[src/rtl/core/ddo_pkg.sv]
package ddo_pkg;

   localparam int SPEED_W   = 16;
   localparam int HEADING_W = 15;
   localparam int ANGLE_W   = 28;
   localparam int TABLE_LEN = 24;
   localparam int CFG_AW    = 3;

   localparam logic signed [15:0] PI_Q12      = 16'sd12868;
   localparam logic signed [15:0] TWO_PI_Q12  = 16'sd25736;
   localparam logic signed [ANGLE_W-1:0] PI_Q24      = 28'sd52707179;
   localparam logic signed [ANGLE_W-1:0] HALF_PI_Q24 = 28'sd26353589;
   localparam logic signed [ANGLE_W-1:0] GAIN_Q24    = 28'sd10188014;

   localparam logic [CFG_AW-1:0] ADDR_RADIUS            = 3'd0;
   localparam logic [CFG_AW-1:0] ADDR_INVERSE_WHEELBASE = 3'd4;

   localparam logic [15:0] RADIUS_RESET    = 16'd3277;
   localparam logic [15:0] INV_BASE_RESET  = 16'd1347;

   function automatic logic signed [ANGLE_W-1:0] atan_q24(input logic [4:0] i);
      logic signed [ANGLE_W-1:0] r;
      r = '0;
      case (i)
         5'd0: r = 28'sd13176795;
         5'd1: r = 28'sd7778716;
         5'd2: r = 28'sd4110060;
         5'd3: r = 28'sd2086331;
         5'd4: r = 28'sd1047214;
         5'd5: r = 28'sd524117;
         5'd6: r = 28'sd262123;
         5'd7: r = 28'sd131069;
         default: begin
            if (i < 5'd24) begin
               r = 28'sd1 <<< (5'd24 - i);
            end else begin
               r = '0;
            end
         end
      endcase
      return r;
   endfunction

   typedef enum logic [6:0] {
      ST_IDLE  = 7'b0000001,
      ST_VEL   = 7'b0000010,
      ST_SAT   = 7'b0000100,
      ST_ROT   = 7'b0001000,
      ST_MUL1  = 7'b0010000,
      ST_MUL2  = 7'b0100000,
      ST_OUT   = 7'b1000000
   } state_type;

   typedef struct packed {
      logic load;
      logic vel;
      logic sat;
      logic rot_start;
      logic rot_step;
      logic mul1;
      logic mul2;
   } cmd_type;

   typedef struct packed {
      logic rot_done;
   } status_type;

endpackage

[src/rtl/core/ddo_control.sv]
module ddo_control (
   input  logic                clock,
   input  logic                reset,
   input  logic                req_valid,
   output logic                req_stall,
   output logic                rsp_valid,
   input  logic                rsp_stall,
   input  ddo_pkg::status_type status,
   output ddo_pkg::cmd_type    cmd
);

   ddo_pkg::state_type state_ff, state_in;
   logic out_valid_ff, out_valid_in;

   always_comb begin
      state_in = state_ff;
      cmd = '0;
      out_valid_in = out_valid_ff & rsp_stall;
      case (state_ff)
         ddo_pkg::ST_IDLE: begin
            if (req_valid) begin
               cmd.load = 1'b1;
               state_in = ddo_pkg::ST_VEL;
            end
         end
         ddo_pkg::ST_VEL: begin
            cmd.vel = 1'b1;
            state_in = ddo_pkg::ST_SAT;
         end
         ddo_pkg::ST_SAT: begin
            cmd.sat = 1'b1;
            cmd.rot_start = 1'b1;
            state_in = ddo_pkg::ST_ROT;
         end
         ddo_pkg::ST_ROT: begin
            cmd.rot_step = 1'b1;
            if (status.rot_done) begin
               cmd.rot_step = 1'b0;
               state_in = ddo_pkg::ST_MUL1;
            end
         end
         ddo_pkg::ST_MUL1: begin
            cmd.mul1 = 1'b1;
            state_in = ddo_pkg::ST_MUL2;
         end
         ddo_pkg::ST_MUL2: begin
            if (!out_valid_ff || !rsp_stall) begin
               cmd.mul2 = 1'b1;
               out_valid_in = 1'b1;
               state_in = ddo_pkg::ST_IDLE;
            end
         end
         default: state_in = ddo_pkg::ST_IDLE;
      endcase
   end

   assign req_stall = (state_ff != ddo_pkg::ST_IDLE);
   assign rsp_valid = out_valid_ff;

   always_ff @(posedge clock) begin
      if (reset) begin
         state_ff <= ddo_pkg::ST_IDLE;
         out_valid_ff <= 1'b0;
      end else begin
         state_ff <= state_in;
         out_valid_ff <= out_valid_in;
      end
   end

endmodule

[config.mk]
export PLATFORM = sky130hd
export DESIGN_NAME = ddo_control
export DESIGN_NICKNAME = d
export VERILOG_FILES = /design/src/rtl/core/ddo_pkg.sv /design/src/rtl/core/ddo_control.sv
export SDC_FILE = /design/constraint.sdc
export NUM_CORES = 1
export LEC_CHECK = 0
export ABC_AREA = 1
export BUFFER_PORTS_ARGS = -buffer_cell sky130_fd_sc_hd__buf_2
export CAP_MARGIN = 10
export CORE_AREA = 2 2 39 41
export CTS_CLUSTER_DIAMETER = 80
export CTS_CLUSTER_SIZE = 14
export DETAILED_ROUTE_END_ITERATION = 10
export DIE_AREA = 0 0 41 43
export REMOVE_ABC_BUFFERS = 1
export SLEW_MARGIN = 20
export SYNTH_ARGS = -nofsm -noshare
export SYNTH_HDL_FRONTEND = slang
export SYNTH_SLANG_ARGS = --single-unit
[constraint.sdc]
create_clock -name clock -period 1.1 [get_ports clock]
set_input_delay 0.055 -clock clock [delete_from_list [all_inputs] [get_ports clock]]
set_output_delay 0.055 -clock clock [all_outputs]
set_load 0.05 [all_outputs]
==> flow_summary.ini, run 1 <==
[sta]
rsz0062_at_grt = true
hold_viol_final = 0
finalWorstPathRequiredPeriod_ns = 1.261
max_clk_rate_mhz = 792.8
fin_worst_skew_ns = 0.008358
maxSlewViolCount = 0
layout_worst_path_cycle_share_pct = 114.7
fin_worst_hold_slack_ns = 0.05442
tightestPinTransition_ns = 0.2464
setup_viol_count_final = 11
timing.max_slew.rel_slack_pct = 83.69
final_critical_path_setup_slack_ns = -0.1613

[placed_design]
placement.io_buffers = 13
hpwl_um = 661.1
place.gp.congestion = 0.7527
preCtsSetupSlack_ns = 0.01331

[routing]
routed.top_layer = met4
drc = 0
drt_wl_total_um = 926
wl_met2_um = 455
drt_pass1_iterations = 4
dr_wl_met3_um = 35
dr_total_vias = 414
detailedRoute.firstIterationViolations = 16
ant_nets = 0
avgRoutedWirePerCell_um = 10.07
met1Wirelength_um = 414
drt-vias-per-instance = 4.500

[clocking]
clockRootBuffer = clkbuf_4
path_clk_slew_ns = 0.06
cts.htree.levels = 1
max-clock-path-buffers = 2
clock_sink_count = 7
clock_latency_of_the_later_clocked_register_in_the_worst_skew_pair_ns = 0.26
tritoncts = yes
total_clock_buffers_created_by_cts = 3

[logic_synthesis]
yosys_warnings = 0
synthXorXnorAreaFrac_pct = 0
dominant_combinational_cell_family_by_area_after_synthesis = simple AND/OR/NAND/NOR gates
post_synth_fa_ha_maj_area_fraction_pct = 0
seq_area_frac_synth_pct = 34.78
synth.mux.area_fraction_pct = 0
synth_cells = 56
synth.lib_cells_used.distinct = 15
syn_area_um2 = 402.9
synth_compound_gate_area_share_pct = 3.727
yosys.area_share.simple_pct = 47.52
synth.ff_latch_count = 7
synth.avg_cell_area_um2 = 7.194

[global_route]
antenna_violations_before_repair = 0
grt_start_max_net_pins = 8
grt_overflow = 0
grtUsageTotal_pct = 11.96
first_global_vias = 352
grt_first_pass_wirelength_um = 1338

[status]
failed_checks = negative setup slack
run_status = finished with violations

[power_and_ir_drop]
leakage_nw = 0.3244
max_vdd_drop_uv = 628.5
powerDensity_nw_per_um2 = 1128

[die]
die_area_um2 = 1763
coreArea_um2 = 1384
die-width_um = 41
effective_utilization_at_floorplan_pct = 29.11
rows = 14
io_pins = 14
fp.dieH_um = 43

[critical_path]
crit_path_max_fo = 6
critPathSlowestCell = dfxtp_2
critical_path_arrival_ns = 1.21
reg2regPathDepth = 8
crit_type = flip-flop to output port
timing.critical_path.cells = nor2_4, nand3_2, nor2_2, buf_6
setup.worst_path.start_class = flip-flop
critPathBufInv = 1
crit_required_ns = 1.04
stages_on_worst_setup_path = 4
cp_slowest_stage_delay_ns = 0.34
timing.critical_path.max_delay_family = simple AND/OR/NAND/NOR gates
critical_path.endpoint_type = output port

[worst_hold_path]
hold_path_class = primary input to flip-flop
whs_path_depth = 2

[finish]
commonest_non_fill_non_tap_cell_in_the_layout = inv_1
synth_to_final_area_change_pct = 47.83
fin_nets = 82
mostFrequentLayoutCells = inv_1, nor2_1, buf_6
n_antenna_cell = 0
drive_gt1_share_pct = 52.63

[run]
cap_viol_max_count = 0
## synth_stat cells (all sizes together)
cell   count  area, µm²
nand3      7      40.04
inv       13      48.79
nand4      4      31.28
nor2      13      76.32
buf        1      7.510
a21oi      3      15.01
nor3       3      25.02
nand2      5      18.77
dfxtp      7      140.1
## path summary, 6_finish.rpt
check / start / end / slack, ns
setup / recovery: state_ff[4] / cmd[6] / -0.16
hold / removal: reset / state_ff[5] / 0.05
setup reg to reg: state_ff[4] / state_ff[0] / -0.13
hold reg to reg: rsp_valid / rsp_valid / 0.49
## layout make-up
| cell class | instances | area (µm²) |
|---|---|---|
| Tap cell | 16 | 20.02 |
| Multi-Input combinational cell | 35 | 214.0 |
| Fill cell | 145 | 788.3 |
| Timing Repair Buffer | 17 | 138.9 |
| Clock buffer | 4 | 26.28 |
| Sequential cell | 7 | 147.6 |
| Inverter | 13 | 48.80 |
## cell families after synthesis
logic type      after synthesis
simple gates                 32
buf+inv                      14
flops                         7
compound gates                3
## metal layers
| metal | up-vias | track usage [%] |
|---|---|---|
| li1 | 216 | - |
| met1 | 185 | 13.55 |
| met2 | 11 | 16.56 |
| met3 | 2 | 3.141 |
| met4 | 0 | 12.00 |
| met5 | - | 0 |
## per-stage QoR
stage	power (W)	instances	TNS (ns)	utilization, %	cell area [µm²]
2_1_floorplan	0.0003863	55	-1.615	-	395.4
3_3_place_gp	0.0004188	84	0	34.72	480.5
3_5_place_dp	0.0004202	84	0	34.72	480.5
4_1_cts	0.0006726	90	-1.085	41.59	575.6
5_1_grt	0.0007068	92	-2.099	43.04	595.6
6_report	0.0006717	92	-1.418	43.04	595.6
## where the power goes
| part | leakage [nW] | switching, W | internal (W) |
|---|---|---|---|
| clock network | 0.0150 | 0.000100 | 0.000139 |
| logic | 0.250 | 0.000107 | 0.0000499 |
| registers | 0.0591 | 0.0000117 | 0.000264 |
## registers in the layout, summed over array words and instances, names as in the netlist
register and count:
rsp_valid 1, state_ff 6
## what timing repair did
action                                  in CTS  in global routing
hold buffers                                 0                  0
setup buffers                                2                  2
endpoints found under the setup margin       8                 11
pin swaps                                    4                  2
gates resized for setup                     23                  1
Note: power is estimated with default switching activity, not from simulation.
==> inputs of run 2 (changes only) <==
--- a/config.mk
+++ b/config.mk
@@ -9,6 +9,7 @@
 export BUFFER_PORTS_ARGS = -buffer_cell sky130_fd_sc_hd__buf_2
 export CAP_MARGIN = 10
 export CORE_AREA = 2 2 39 41
+export CTS_BUF_LIST = sky130_fd_sc_hd__clkbuf_4 sky130_fd_sc_hd__clkbuf_8
 export CTS_CLUSTER_DIAMETER = 80
 export CTS_CLUSTER_SIZE = 14
 export DETAILED_ROUTE_END_ITERATION = 10
==> flow_summary.ini, run 2 (synthesis results as in run 1) <==
[run]
cap_viol_max_count = 0

[global_route]
grt_first_pass_wirelength_um = 1338
first_global_vias = 352
antenna_violations_before_repair = 0
grt_start_max_net_pins = 8
grtUsageTotal_pct = 11.96
grt_overflow = 0

[routing]
ant_nets = 0
routed.top_layer = met4
avgRoutedWirePerCell_um = 10.11
detailedRoute.firstIterationViolations = 15
drt-vias-per-instance = 4.630
dr_total_vias = 426
dr_wl_met3_um = 30
drt_wl_total_um = 930
drc = 0
wl_met2_um = 451
drt_pass1_iterations = 4
met1Wirelength_um = 405

[die]
effective_utilization_at_floorplan_pct = 29.11
coreArea_um2 = 1384
fp.dieH_um = 43
rows = 14
die_area_um2 = 1763
die-width_um = 41
io_pins = 14

[clocking]
total_clock_buffers_created_by_cts = 3
tritoncts = yes
max-clock-path-buffers = 2
clock_latency_of_the_later_clocked_register_in_the_worst_skew_pair_ns = 0.26
path_clk_slew_ns = 0.05
clock_sink_count = 7
cts.htree.levels = 1
clockRootBuffer = clkbuf_4

[critical_path]
setup.worst_path.start_class = flip-flop
reg2regPathDepth = 8
critical_path_arrival_ns = 1.21
timing.critical_path.from = state_ff[4]
crit_path_max_fo = 6
crit_required_ns = 1.04
cp_slowest_stage_delay_ns = 0.34
crit_type = flip-flop to output port
setup.reg_to_reg.worst_slack_ns = -0.13
critPathBufInv = 1
reg2reg_from = state_ff[4]
timing.critical_path.cells = nor2_4, nand3_2, nor2_2, buf_6
critPathSlowestCell = dfxtp_2
critical_path.endpoint_type = output port
critical_path.reg2reg.endpoint = state_ff[0]
timing.critical_path.max_delay_family = simple AND/OR/NAND/NOR gates

[finish]
multi_input_gate_area_in_the_final_layout_um2 = 214.0
n_antenna_cell = 0
synth_to_final_area_change_pct = 48.76
commonest_non_fill_non_tap_cell_in_the_layout = inv_1
regArea_um2 = 147.6
drive_gt1_share_pct = 53.95
fin_nets = 82
final.fill_count = 145
max_ffs_per_register = 6
mostFrequentLayoutCells = inv_1, nor2_1, buf_6
largest_register = state_ff

[worst_hold_path]
whs_path_depth = 2
hold_path_class = primary input to flip-flop
hp-start = reset
min_delay_worst_endpoint = state_ff[5]

[placed_design]
hpwl_um = 661.1
place.gp.congestion = 0.7527
preCtsSetupSlack_ns = 0.01331
placement.io_buffers = 13

[sta]
fin_worst_skew_ns = 0.005541
finalWorstPathRequiredPeriod_ns = 1.264
setup_viol_count_final = 11
layout_worst_path_cycle_share_pct = 114.9
hold_viol_final = 0
tightestPinTransition_ns = 0.2464
timing.max_slew.rel_slack_pct = 83.69
maxSlewViolCount = 0
rsz0062_at_grt = true
max_clk_rate_mhz = 791.2
final_critical_path_setup_slack_ns = -0.1638

[power_and_ir_drop]
max_vdd_drop_uv = 624.3
powerDensity_nw_per_um2 = 1163
finalPower_w = 0.0006968
leakage_nw = 0.3279

[status]
failed_checks = negative setup slack
run_status = finished with violations
[run 2: worst register-to-register path, stage by stage, from the launching register on]
cell,delay [ns]
dfxtp_2,0.34
nor2_4,0.18
buf_4,0.14
buf_4,0.09
nand4_1,0.14
nand2_1,0.10
nor2_1,0.04
nand2_1,0.05
nand2_1,0.04
[run 2: per-layer routing]
metal  vias up  track usage, %
li1        218               -
met1       193           13.55
met2        11           16.56
met3         4           3.141
met4         0           12.00
met5         -               0
[run 2: area by class of cell]
class | instances | area share (%)
Multi-Input combinational cell | 35 | 35.70
Inverter | 13 | 8.142
Clock buffer | 4 | 5.010
Tap cell | 16 | 3.340
Timing Repair Buffer | 17 | 23.17
Sequential cell | 7 | 24.63
[run 2: power by group]
group          internal, W  leakage (nW)  total (W)  switching (W)
registers         0.000264        0.0591   0.000276      0.0000116
logic            0.0000499         0.250   0.000156       0.000106
clock network     0.000163        0.0184   0.000264       0.000101
[run 2: timing repair]
action | in CTS | in global routing
hold endpoints to repair | 0 | 0
gates resized for setup | 23 | 1
buffers inserted | 2 | 2
hold buffers | 0 | 0
endpoints found under the setup margin | 8 | 11
pin swaps | 4 | 2
[run 2: worst max-delay path by stage]
stage | endpoint | slack (ns) | cells past startpoint
global placement | cmd[4] | 0.03 | 4
detailed placement | cmd[6] | 0.01 | 5
CTS | cmd[0] | -0.15 | 5
global route | cmd[6] | -0.23 | 4
floorplan | cmd[6] | -0.53 | 4
finish | cmd[6] | -0.16 | 4
[run 2: stage by stage]
| stage | utilization [%] | instances | setup TNS [ns] | hold slack (ns) | cell area (µm²) |
|---|---|---|---|---|---|
| after global routing | 43.31 | 92 | -2.097 | 0.07052 | 599.3 |
| after detailed placement | 34.72 | 84 | 0 | 0.3372 | 480.5 |
| after floorplan | - | 55 | -1.615 | 0.1241 | 395.4 |
| after CTS | 41.86 | 90 | -1.073 | 0.05399 | 579.3 |
| after global placement | 34.72 | 84 | 0 | 0.3317 | 480.5 |
| final | 43.31 | 92 | -1.405 | 0.05486 | 599.3 |
==> inputs of run 3 (changes only) <==
--- a/config.mk
+++ b/config.mk
@@ -8,12 +8,14 @@
 export ABC_AREA = 1
 export BUFFER_PORTS_ARGS = -buffer_cell sky130_fd_sc_hd__buf_2
 export CAP_MARGIN = 10
-export CORE_AREA = 2 2 39 41
+export CELL_PAD_IN_SITES_DETAIL_PLACEMENT = 0
+export CELL_PAD_IN_SITES_GLOBAL_PLACEMENT = 2
+export CORE_UTILIZATION = 26
 export CTS_BUF_LIST = sky130_fd_sc_hd__clkbuf_4 sky130_fd_sc_hd__clkbuf_8
 export CTS_CLUSTER_DIAMETER = 80
 export CTS_CLUSTER_SIZE = 14
 export DETAILED_ROUTE_END_ITERATION = 10
-export DIE_AREA = 0 0 41 43
+export PLACE_DENSITY_LB_ADDON = 0.1
 export REMOVE_ABC_BUFFERS = 1
 export SLEW_MARGIN = 20
 export SYNTH_ARGS = -nofsm -noshare
==> flow_summary.ini, run 3 (synthesis results as in run 1) <==
[die]
rows = 13
die-width_um = 41.37
coreArea_um2 = 1366
io_pins = 14
fp.dieH_um = 41.37
die_area_um2 = 1711
effective_utilization_at_floorplan_pct = 29.49

[routing]
drt-vias-per-instance = 4.731
avgRoutedWirePerCell_um = 12.79
ant_nets = 0
detailedRoute.firstIterationViolations = 5
drc = 0
drt_wl_total_um = 1330
drt_pass1_iterations = 4
dr_total_vias = 492

[clocking]
path_clk_slew_ns = 0.06
clockRootBuffer = clkbuf_4
max-clock-path-buffers = 2
postCtsHoldBufs = 0
clock_latency_of_the_later_clocked_register_in_the_worst_skew_pair_ns = 0.25
clock_sink_count = 7
total_clock_buffers_created_by_cts = 3
tritoncts = yes
cts.htree.levels = 1

[placed_design]
place.gp.congestion = 0.6747
numPlacedInstances = 87
hpwl_um = 702.8
placed_area_um2 = 509.2
preCtsSetupSlack_ns = 0.003846
placement.io_buffers = 13

[sta]
maxSlewViolCount = 0
setup_viol_count_final = 14
layout_worst_path_cycle_share_pct = 119.0
tightestPinTransition_ns = 0.2410
timing.max_slew.rel_slack_pct = 83.89
finalWorstPathRequiredPeriod_ns = 1.309
final_critical_path_setup_slack_ns = -0.2094
rsz0062_at_grt = true
fin_worst_hold_slack_ns = 0.08053
max_clk_rate_mhz = 763.7
hold_viol_final = 0
fin_worst_skew_ns = 0.003741

[global_route]
grt_start_max_net_pins = 8
first_global_vias = 434
grt_overflow = 0
grtUsageTotal_pct = 17.29
antenna_violations_before_repair = 0
grt_first_pass_wirelength_um = 1794

[power_and_ir_drop]
max_vdd_drop_uv = 452.2
finalPower_w = 0.0007620
powerDensity_nw_per_um2 = 974.4
leakage_nw = 0.3938

[run]
cap_viol_max_count = 0

[critical_path]
timing.critical_path.max_delay_family = buffers and inverters
crit_type = flip-flop to output port
crit_path_max_fo = 5
timing.critical_path.cells = nor2_4, buf_4, nand3_2, inv_2, buf_8
setup.worst_path.start_class = flip-flop
critPathSlowestCell = dfxtp_2
critical_path.endpoint_type = output port
critPathBufInv = 3
critical_path_arrival_ns = 1.25
cp_slowest_stage_delay_ns = 0.34
crit_required_ns = 1.04

[finish]
final_cell_area_um2 = 782.0
mostFrequentLayoutCells = buf_4, inv_1
fin_nets = 95
largest_register = state_ff
n_antenna_cell = 0
max_ffs_per_register = 6
commonest_non_fill_non_tap_cell_in_the_layout = buf_4
synth_to_final_area_change_pct = 94.10
instances_no_fill = 104
drive_gt1_share_pct = 70.79

[worst_hold_path]
hold_path_class = primary input to flip-flop

[status]
run_status = finished with violations
failed_checks = negative setup slack
-- run 3: what timing repair did --
item / 4_1_cts / 5_1_grt
setup buffers: 6 / 7
pin swaps: 12 / 7
setup endpoints to repair: 9 / 14
gates resized for setup: 39 / 7
-- run 3: worst register-to-register path, delay by kind of cell, from the launching register on --
| family | cells | cell delay (ns) |
|---|---|---|
| buffers and inverters | 3 | 0.44 |
| AND/OR/NAND/NOR | 3 | 0.42 |
| flip-flops | 1 | 0.34 |
-- run 3: path summary, 6_finish.rpt --
| path | from | endpoint | slack [ns] | cells after the start |
|---|---|---|---|---|
| setup / recovery | state_ff[4] | cmd[5] | -0.21 | 5 |
| hold / removal | rsp_stall | rsp_valid | 0.08 | 3 |
| setup reg to reg | state_ff[4] | state_ff[2] | -0.18 | 6 |
| hold reg to reg | rsp_valid | rsp_valid | 0.50 | 2 |
-- run 3: power by group --
group / total [W] / internal, W / switching, W
combinational: 0.000218 / 0.0000866 / 0.000131
clock: 0.000268 / 0.000164 / 0.000104
sequential: 0.000276 / 0.000263 / 0.0000131
-- run 3: through the flow --
stage / TNS, ns / utilization (%)
2_1_floorplan: -1.615 / -
3_3_place_gp: -0.04615 / 37.27
3_5_place_dp: 0 / 37.27
4_1_cts: -1.336 / 51.19
5_1_grt: -3.005 / 57.23
6_report: -1.934 / 57.23
-- run 3: final cells by class --
type / count / area, µm²
multi-input combinational: 35 / 265.3
fill: 123 / 584.3
clock buffer: 4 / 30.03
timing repair buffer: 30 / 269.0
tap: 15 / 18.77
sequential: 7 / 150.1
inverter: 13 / 48.80
-- run 3: routing by layer --
layer | wire length [µm] | track usage, % | up-vias | share of wire (%)
met1 | 513 | 20.32 | 228 | 39
li1 | - | - | 247 | -
met2 | 746 | 28.13 | 13 | 56
met4 | 27 | 9.677 | 0 | 2.0
met5 | 0 | 0 | - | 0
met3 | 43 | 4.787 | 4 | 3.2
